==> config.mk <==
export PLATFORM = sky130hd
export DESIGN_NAME = priority_queue_with_aging_core
export DESIGN_NICKNAME = d
export VERILOG_FILES = /design/src/hw/rtl/paq_pkg.sv /design/src/hw/rtl/paq_cell.sv /design/src/hw/rtl/priority_queue_with_aging_core.sv
export SDC_FILE = /design/constraint.sdc
export NUM_CORES = 2
export LEC_CHECK = 0
export BUFFER_PORTS_ARGS = -buffer_cell sky130_fd_sc_hd__buf_2
export CAP_MARGIN = 25
export CORE_ASPECT_RATIO = 1.2
export CORE_MARGIN = 2
export CORE_UTILIZATION = 35
export DETAILED_ROUTE_END_ITERATION = 10
export GPL_TIMING_DRIVEN = 0
export MAX_ROUTING_LAYER = met4
export PLACE_DENSITY = 0.61
export SLEW_MARGIN = 20
export SYNTH_ARGS = -nofsm -noshare
export SYNTH_HDL_FRONTEND = slang
export SYNTH_SLANG_ARGS = --single-unit
==> constraint.sdc <==
create_clock -name clk -period 5.54 [get_ports clk]
set_input_delay 1.108 -clock clk [delete_from_list [all_inputs] [get_ports clk]]
set_output_delay 1.108 -clock clk [all_outputs]
set_load 0.01 [all_outputs]
==> src/hw/rtl/paq_pkg.sv <==
// Package for the aging priority queue: command and status codes, field widths,
// and the control bundle that the top level broadcasts to every cell.
// Used by paq_cell, priority_queue_with_aging_core and paq_checker.
`timescale 1ns / 1ps
`default_nettype none

package paq_pkg;

  localparam int TagW    = 16;
  localparam int PriW    = 16;
  localparam int CmdW    = 2;
  localparam int StatusW = 2;
  localparam int OccW    = 5;
  localparam int DefaultDepth = 16;

  localparam logic signed [PriW-1:0] PriMin = {1'b1, {(PriW-1){1'b0}}};

  typedef enum logic [CmdW-1:0] {
    CMD_ENQ   = 2'd0,
    CMD_DEQ   = 2'd1,
    CMD_AGE   = 2'd2,
    CMD_CLEAR = 2'd3
  } cmd_t;

  typedef enum logic [StatusW-1:0] {
    ST_OK    = 2'd0,
    ST_EMPTY = 2'd1,
    ST_FULL  = 2'd2
  } status_t;

  // One command, broadcast to the whole row of cells.
  typedef struct packed {
    logic                   enq;
    logic                   deq;
    logic                   age;
    logic [TagW-1:0]        tag;
    logic signed [PriW-1:0] pri;
  } cell_ctl_t;

endpackage

`default_nettype wire

==> src/hw/rtl/paq_cell.sv <==
// One slot of the sorted row: holds a tag and a priority, and trades them with
// its neighbors on insert and remove. Depends on paq_pkg.
`timescale 1ns / 1ps
`default_nettype none

module paq_cell (
  input  wire logic                           clk,
  input  wire paq_pkg::cell_ctl_t             ctl,
  input  wire logic                           occ,        // slot holds an entry
  input  wire logic                           left_gt,    // left neighbor outranks new entry
  input  wire logic [paq_pkg::TagW-1:0]       left_tag,
  input  wire logic signed [paq_pkg::PriW-1:0] left_pri,
  input  wire logic [paq_pkg::TagW-1:0]       right_tag,
  input  wire logic signed [paq_pkg::PriW-1:0] right_pri,
  output logic                                gt,         // occupied and priority above new
  output logic [paq_pkg::TagW-1:0]            tag,
  output logic signed [paq_pkg::PriW-1:0]     pri
);
  import paq_pkg::*;

  assign gt = occ && (pri > ctl.pri);

  always_ff @(posedge clk) begin
    if (ctl.enq) begin
      // shift right behind the insertion point, take the new entry at it
      if (left_gt) begin
        tag <= left_tag;
        pri <= left_pri;
      end else if (gt || !occ) begin
        tag <= ctl.tag;
        pri <= ctl.pri;
      end
    end else if (ctl.deq) begin
      tag <= right_tag;
      pri <= right_pri;
    end else if (ctl.age && occ && (pri != PriMin)) begin
      pri <= pri - PriW'(1);
    end
  end

endmodule

`default_nettype wire

==> src/hw/rtl/priority_queue_with_aging_core.sv <==
// Aging priority queue: a row of DEPTH cells kept sorted by priority.
// Each accepted request's result is registered in the result register and shown on m_*.
// Throughput: one request per cycle while s_tready is high; each cell compares and shifts in parallel.
// s_tready stays high while the result register is empty or being drained.
// Reset clears the entry count and the result valid; cell contents are not
// cleared, since only slots below the count are ever read.
`timescale 1ns / 1ps
`default_nettype none

module priority_queue_with_aging_core #(
  parameter int DEPTH = paq_pkg::DefaultDepth
) (
  input  wire logic        clk,
  input  wire logic        rst,
  // request channel
  input  wire logic        s_tvalid,
  output logic             s_tready,
  input  wire logic [31:0] s_tdata,   // [15:0] data_in, [31:16] priority_in
  input  wire logic [1:0]  s_tuser,   // [1:0] cmd
  // result channel
  output logic             m_tvalid,
  input  wire logic        m_tready,
  output logic [23:0]      m_tdata    // [15:0] data_out, [17:16] status, [22:18] occupancy
);
  import paq_pkg::*;

  localparam int CntW = $clog2(DEPTH + 1);

  // entry count: slots [0, count) are live, slot 0 is the head
  logic [CntW-1:0] count, count_next;

  logic accept;
  cmd_t cmd;
  logic full, empty;
  cell_ctl_t ctl;

  logic [TagW-1:0]        cell_tag [DEPTH];
  logic signed [PriW-1:0] cell_pri [DEPTH];
  logic                   cell_gt  [DEPTH];

  // result register
  logic [TagW-1:0] res_data, res_data_next;
  status_t         res_status, res_status_next;

  assign accept   = s_tvalid && s_tready;
  assign s_tready = !m_tvalid || m_tready;
  assign cmd      = cmd_t'(s_tuser);
  assign full     = (count == CntW'(DEPTH));
  assign empty    = (count == '0);

  // broadcast the command; a dropped enqueue or an empty dequeue leaves cells alone
  always_comb begin
    ctl.enq = accept && (cmd == CMD_ENQ) && !full;
    ctl.deq = accept && (cmd == CMD_DEQ) && !empty;
    ctl.age = accept && (cmd == CMD_AGE);
    ctl.tag = s_tdata[15:0];
    ctl.pri = s_tdata[31:16];
  end

  // the row of cells
  for (genvar i = 0; i < DEPTH; i++) begin : g_cell
    logic                   l_gt;
    logic [TagW-1:0]        l_tag;
    logic signed [PriW-1:0] l_pri;
    logic [TagW-1:0]        r_tag;
    logic signed [PriW-1:0] r_pri;

    if (i == 0) begin : g_head
      assign l_gt  = 1'b0;
      assign l_tag = '0;
      assign l_pri = '0;
    end else begin : g_body
      assign l_gt  = cell_gt[i-1];
      assign l_tag = cell_tag[i-1];
      assign l_pri = cell_pri[i-1];
    end

    if (i == DEPTH - 1) begin : g_tail
      // hold on remove; the slot becomes dead anyway
      assign r_tag = cell_tag[i];
      assign r_pri = cell_pri[i];
    end else begin : g_inner
      assign r_tag = cell_tag[i+1];
      assign r_pri = cell_pri[i+1];
    end

    paq_cell u_cell (
      .clk       (clk),
      .ctl       (ctl),
      .occ       (CntW'(i) < count),
      .left_gt   (l_gt),
      .left_tag  (l_tag),
      .left_pri  (l_pri),
      .right_tag (r_tag),
      .right_pri (r_pri),
      .gt        (cell_gt[i]),
      .tag       (cell_tag[i]),
      .pri       (cell_pri[i])
    );
  end

  // next count and the result of this request
  always_comb begin
    count_next      = count;
    res_data_next   = '0;
    res_status_next = ST_OK;
    unique case (cmd)
      CMD_ENQ: begin
        if (full) res_status_next = ST_FULL;
        else      count_next      = count + CntW'(1);
      end
      CMD_DEQ: begin
        if (empty) begin
          res_status_next = ST_EMPTY;
        end else begin
          res_data_next = cell_tag[0];
          count_next    = count - CntW'(1);
        end
      end
      CMD_AGE:   count_next = count;
      CMD_CLEAR: count_next = '0;
      default:   count_next = count;
    endcase
  end

  always_ff @(posedge clk) begin
    if (rst) begin
      count    <= '0;
      m_tvalid <= 1'b0;
    end else begin
      if (accept) begin
        count    <= count_next;
        m_tvalid <= 1'b1;
      end else if (m_tready) begin
        // drop the result once taken
        m_tvalid <= 1'b0;
      end
    end
  end

  // payload of the result register; occupancy is sampled from the updated count
  always_ff @(posedge clk) begin
    if (accept) begin
      res_data   <= res_data_next;
      res_status <= res_status_next;
    end
  end

  assign m_tdata = {1'b0, OccW'(count), res_status, res_data};

endmodule

`default_nettype wire

Word-level counts from Yosys, hierarchy flattened --
Index checks and enable logic that the tools add are counted.
Word-level totals: output and inout bits 26, bits in writable memories 0, latch bits 0, logic and storage cells 420, memory bits (read-only) 0, register bits 536, memories 0
Cells by class: mux-type cells 148, order comparisons 32, bitwise logic cells 2, div/mod/pow operators 0, equal/unequal tests 39, add/sub/neg operators 18, reduce and logical (&&, ||, !) cells 145, shift operators 0, multipliers 0
Operators with widths (count):
- $mux W16 | 140
- $gt A16 B16 Y1 | 16
- $ne A16 B16 Y1 const B | 16
- $sub A16 B2 Y16 const B | 16
- $reduce_and A2 Y1 | 31
- $logic_and A1 B1 Y1 | 54
- $ne A3 B1 Y1 const B | 15
- $reduce_bool A3 Y1 | 15
- $lt A4 B5 Y1 const A | 8
- $lt A3 B5 Y1 const A | 4
- $logic_not A1 Y1 | 19
- $logic_or A1 B1 Y1 | 17
- $pmux W5 S3 | 1
- $lt A1 B5 Y1 const A | 2
- $lt A2 B5 Y1 const A | 2
- $mux W5 | 2
- $reduce_bool A2 Y1 | 4
- $add A5 B1 Y5 const B | 1
- $eq A5 B5 Y1 const B | 1
- $logic_not A5 Y1 | 1
- $sub A5 B1 Y5 const B | 1
- $eq A2 B2 Y1 const B | 2
- $ne A2 B1 Y1 const B | 2
- $ne A2 B2 Y1 const B | 2
- other kinds (9) | 12

Longest topological paths before layout --
depth in word-level cells 9, depth in mapped cells 13, mapped depth without buffers 9

Modules after synthesis --
A second synthesis with hierarchy kept.
Unflattened totals: cells, all modules 4510, area total of the unflattened synthesis 41974.0 um^2
By module, submodules not included:
- paq_cell at g_cell[0].u_cell ... | sequential area each 960.9 um^2, instances 12, area an instance 2544.9 um^2, cells an instance 274
- paq_cell at g_cell[6].u_cell ... | sequential area each 960.9 um^2, instances 4, area an instance 2517.4 um^2, cells an instance 271
- priority_queue_with_aging_core | sequential area each 660.6 um^2, instances 1, area an instance 1365.1 um^2, cells an instance 138

Least setup slack after synthesis --
Ideal clock, no wire load.
path type input to register, start point input port s_tdata[17], end point register g_cell[10].u_cell.pri[0] (netlist bit), enable pin, path slack 314 ps, stages on the path 11, arrival 4851 ps, buffers on the path 2, cells stage by stage clkbuf_1 -> clkbuf_1 -> inv_1 -> ha_1 -> nor2b_1 -> o211ai_1 -> a211oi_1 -> a2111o_1 -> mux2_2 -> a31oi_1 -> nand2b_1
On the way: longest elaborated chain between the ends 5, elaborated cells on any way between the ends 7, those cells by class order compare: 2; eq/ne: 1; reduce/logical: 4
Ends and longest elaborated chain:
- start: declaration | line priority_queue_with_aging_core.sv:18 | input wire logic [31:0] s_tdata,
- $gt A16 B16 Y1 | line paq_cell.sv:21 | assign gt = occ && (pri > ctl.pri);
- $logic_and A1 B1 Y1 | line paq_cell.sv:21
- $logic_or A1 B1 Y1 | line paq_cell.sv:29 | end else if (gt || !occ) begin
- $ne A3 B1 Y1 (no source line) (*)
- $reduce_and A2 Y1 (no source line) (*)
- end signal: assignment | line paq_cell.sv:28 | pri <= left_pri;
- end signal: assignment | line paq_cell.sv:31 | pri <= ctl.pri;
- end signal: assignment | line paq_cell.sv:35 | pri <= right_pri;
- end: declaration | line paq_cell.sv:17 | output logic signed [paq_pkg::PriW-1:0] pri
Mark *: on every way between the ends. The rest lies on a longest branch, timed or not. A chain may end at the register's enable or synchronous reset.

Worst setup path in the final report --
start point input port s_tdata[18], end point register g_cell[14].u_cell.tag[7] (netlist bit), enable pin
On the way: longest elaborated chain between the ends 5, elaborated cells on any way between the ends 7, those cells by class order compare: 2; eq/ne: 1; reduce/logical: 4
Ends and longest elaborated chain:
- $gt A16 B16 Y1 | line paq_cell.sv:21
- $logic_and A1 B1 Y1 | line paq_cell.sv:21
- $logic_or A1 B1 Y1 | line paq_cell.sv:29
- $ne A3 B1 Y1 (no source line) (*)
- $reduce_and A2 Y1 (no source line) (*)
- end signal: assignment | line paq_cell.sv:27 | tag <= left_tag;
- end signal: assignment | line paq_cell.sv:30 | tag <= ctl.tag;
- end signal: assignment | line paq_cell.sv:34 | tag <= right_tag;
- end: declaration | line paq_cell.sv:16 | output logic [paq_pkg::TagW-1:0] tag,
Marked as above.

==> metrics.md <==
| Metric | Value |
|---|---|
| Final core utilization | `0.397` |
| Worst setup EP type | `flip-flop` |
| PortBufs | `55` |
| CP Class | `in -> reg` |
| Clock tree buffer depth | `3` |
| Mapped Nets | `4,202` |
| Antenna violations before repair | `10` |
| Peak VDD IR | `263 uV` |
| Outcome | `finished, violations left` |
| R2R cell count | `9` |
| Post-synth EDFFs | `530` |
| R2R Path Start | `count[0]$_SDFFE_PP0P_` |
| Core area | `0.109 sq mm` |
| Hold path startpoint | `g_cell[10].u_cell.tag[12]$_DFFE_PP_` |
| Failing checks | `setup timing` |
| Hold Crit Class | `reg -> reg` |
| CTS H-tree lvls | `2` |
| TritonCTS clock tree | `built` |
| Number of max-cap violations | `0` |
| RSZ-0062 raised after global routing | `no` |
| Post-DP HPWL | `124,000 microns` |
| Largest family of logic cells by synthesized area | `compound AO/OA/AOI/OAI gates` |
| Slew HR | `0.136` |
| Worst-Skew Late Latency | `720 ps` |
| Worst path required time | `5910 ps` |
| Clock Power Share | `0.380` |
| Pin count of the biggest net entering global routing | `24` |
| Power density over cell area | `262 mW/mm^2` |
| Ports | `64` |
| Clock-pin slew on the worst setup and hold paths | `70 ps` |
| Fin crit period | `5570 ps` |
| Leak | `0.0176 uW` |
| Final Worst Setup Slack | `-31.2 ps` |
| Final setup fails | `10` |
| Post-Syn Area | `0.0386 sq mm` |
| RR Endpoint | `g_cell[10].u_cell.pri[10]$_DFFE_PP_` |
| FP Rows | `133` |
| Fin Clk Skew | `66.8 ps` |
| Switching power | `3550 uW` |
| Minimum setup slack among reg-to-reg paths | `250 ps` |
| Post-synthesis cell count | `3,889` |
| Hold path cells | `2` |
| Area Growth Syn to Fin | `12.8%` |
| DRC errors left | `0` |
| Routed wire length per instance | `30.3 microns` |
| Unique masters post-synth | `86` |
| DR vias/cell | `6.44` |
| Via count | `35,600` |
| Multiplexer share of the synthesized area | `0.0990` |
| Total Wirelength | `167,000 microns` |
| Sequential area share after synthesis | `0.416` |
| #FFs+latches synth | `536` |
| Post-Synth XOR/XNOR Area | `0.0456` |
| Synth Area in Adders | `0.0892` |
| Crit path from | `s_tdata[18]` |
| Die H | `368 microns` |
| Register Area | `0.0160 sq mm` |
| Critical Path Source Type | `primary input` |
| Switching Fraction | `0.311` |
| Post-layout nets | `4,356` |
| Max Fclk | `0.179 GHz` |
| Clock sink total | `536` |
| Comb pwr share | `0.177` |
| 1st-iter DRT viols | `4,584` |
| Worst Max-Slew Pin Slew | `1290 ps` |
| Number of CTS-inserted buffers | `61` |
| Die area | `0.113 sq mm` |
| Gr ovfl total | `0` |
| Design Power | `11,400 uW` |
| First-pass GRT wire length | `238,000 microns` |
| Multi-input gate area | `0.0213 sq mm` |
| Die width | `307 microns` |
| End of the worst hold path | `g_cell[9].u_cell.tag[12]$_DFFE_PP_` |
| Post-Synth Simple-Gate Area | `0.141` |
| Syn. warnings | `0` |
| Internal | `7850 uW` |
| Final std cells w/o fill | `5,519` |
| DRT antenna net count | `0` |
| Final Slew Violations | `0` |
| Post-placement cell count | `5,395` |
| Hold Vio Cnt, Final | `0` |
| Crit Path Max Fanout | `16` |
| Initial Utilization | `0.352` |
| # fillers | `10,800` |
| Avg Inst Size Synth | `9.92 sq um` |
| DRT Pass-1 Iters | `10` |
| Async SR Flop Fraction | `0` |
| Layout cells sized above 1 | `0.0960` |
| Reg power frac | `0.443` |
| Number of global-route vias before repair | `34,600` |
| Post-synthesis compound-gate area fraction | `0.171` |
| Crit path DAT | `5940 ps` |
| GRT Util Overall | `0.295` |
| Fin crit share | `1.01` |
| Root Buffer | `clkbuf_16` |
| Gpl congestion | `1.02` |
| Main flop type after synthesis | `edfxtp_1` |
==> repair_timing <==
item                       CTS  global route
gates cloned                 0             0
resized for setup            4             8
setup buffers                0             0
pin swaps                    0             0
hold buffers                 0             0
setup endpoints to repair  244            37
==> synthesized netlist by cell type (8+ instances only) <==
cell type | n | area share
a21oi_1 | 145 | 0.019
o31ai_1 | 16 | 0.0031
ha_1 | 275 | 0.089
nand2_1 | 440 | 0.043
and3_1 | 8 | 0.0013
a22oi_1 | 184 | 0.036
nor3b_1 | 10 | 0.0019
nor2_1 | 173 | 0.017
nor4_1 | 35 | 0.0057
a222oi_1 | 9 | 0.0023
buf_4 | 28 | 0.0054
o211ai_1 | 88 | 0.017
a31oi_1 | 16 | 0.0026
nor2b_1 | 33 | 0.0054
nand4_1 | 58 | 0.0094
nand3b_1 | 14 | 0.0027
inv_1 | 60 | 0.0058
edfxtp_1 | 530 | 0.41
nand3_1 | 128 | 0.017
buf_2 | 49 | 0.0064
mux2i_1 | 347 | 0.090
xor2_1 | 134 | 0.030
xnor2_1 | 67 | 0.015
a311oi_1 | 13 | 0.0030
o21ai_0 | 367 | 0.048
or3_1 | 16 | 0.0026
nand2b_1 | 17 | 0.0028
o311ai_0 | 31 | 0.0070
nor3_1 | 95 | 0.012
clkbuf_1 | 170 | 0.017
a21o_1 | 21 | 0.0041
buf_1 | 17 | 0.0017
or4_1 | 31 | 0.0060
o21a_1 | 11 | 0.0021
mux2_2 | 23 | 0.0067
o221ai_1 | 20 | 0.0045
and2_1 | 22 | 0.0036
o21ai_1 | 51 | 0.0066
a211oi_1 | 14 | 0.0027
==> per-layer routing <==
| layer | up-vias | share of wire | GRT usage |
|---|---|---|---|
| met4 | 0 | 0.086 | 0.212 |
| met5 | - | 0 | - |
| met1 | 17500 | 0.37 | 0.346 |
| met2 | 2172 | 0.45 | 0.456 |
| met3 | 695 | 0.096 | 0.0547 |
| li1 | 15200 | - | - |
==> logic make-up after synthesis <==
kind of cell,Yosys count
other cells,1
simple gates,1125
mux,375
flops,536
fa+ha+maj,275
xor+xnor,201
buf+inv,331
compound gates,1045
==> sequential cells by signal (all words and copies together) (netlist names) <==
| register | cells |
|---|---|
| g_cell.u_cell.pri | 256 |
| g_cell.u_cell.tag | 256 |
| res_data | 16 |
| count | 5 |
| res_status | 2 |
| m_tvalid | 1 |
==> power groups by stage <==
| stage | combinational [uW] | sequential (uW) | clock (uW) |
|---|---|---|---|
| global placement | 1830 | 5130 | 0 |
| global route | 2150 | 5060 | 4460 |
| finish | 2020 | 5050 | 4330 |
| CTS | 1950 | 5040 | 4330 |
| detailed placement | 1940 | 5120 | 0 |
| floorplan | 1210 | 5000 | 0 |
==> worst max-delay path, stage by stage <==
cell             delay (ps)
clkbuf_1                370
buf_6                   270
buf_2                   530
inv_4                   380
ha_1                    390
nand2_1                  50
o21bai_1                150
a211o_1                 320
and4_1                  240
nor4b_4                 650
clkbuf_2                380
nor4_1                  130
clkdlybuf4s18_2         310
nor2_2                  420
buf_8                   220
==> how the worst max path moves through the flow <==
stage               cells past startpoint                            endpoint  slack, ps
floorplan                              11  g_cell[10].u_cell.pri[0]$_DFFE_PP_        310
global placement                       11   g_cell[2].u_cell.tag[8]$_DFFE_PP_      -3360
detailed placement                     12   g_cell[2].u_cell.tag[8]$_DFFE_PP_      -1430
CTS                                    15  g_cell[14].u_cell.tag[5]$_DFFE_PP_         20
global route                           15  g_cell[14].u_cell.tag[5]$_DFFE_PP_         30
finish                                 15  g_cell[14].u_cell.tag[7]$_DFFE_PP_        -30
==> per-stage QoR <==
stage               setup TNS, ps  setup slack [ps]  cell area [sq um]  hold slack (ps)
detailed placement        -549870             -1430              41400              532
floorplan                       0               314              38600              514
global route                    0              31.4              43500              565
global placement         -1834220             -3360              40600              504
finish                       -280             -31.2              43500              512
CTS                             0              22.7              43500              529
==> placed cells by master, fill, tap and decap left out, types with 13 or more instances in the layout <==
cell and count:
edfxtp_1 530, nand2_1 440, o21ai_0 365, mux2i_1 347, ha_1 275, a22oi_1 184, nor2_1 165, clkbuf_1 162
a21oi_1 140, xor2_1 134, nand3_1 128, buf_2 107, nor3_1 94, o211ai_1 88, xnor2_1 67, clkbuf_16 61
nand4_1 58, o21ai_1 51, inv_1 45, nor4_1 34, nor2b_1 33, or4_1 31, o311ai_0 31, buf_4 28
mux2_2 23, and2_1 22, a21o_1 21, buf_6 21, o221ai_1 20, clkbuf_2 19, clkinv_2 18, nand2b_1 17
or3_1 16, o31ai_1 16, buf_1 15, nand3b_1 14, a211oi_1 14, inv_2 13, a311oi_1 13, buf_8 13
==> cell type report <==
type                            count  area share
Antenna cell                        9    0.000518
Buffer                            271      0.0291
Clock buffer                       71      0.0359
Clock inverter                     42      0.0112
Inverter                           60     0.00529
Multi-Input combinational cell   3022       0.490
Sequential cell                   536       0.369
Tap cell                         1417      0.0408
Timing Repair Buffer               91      0.0182
No activity file was read; power rests on OpenSTA's default activity.
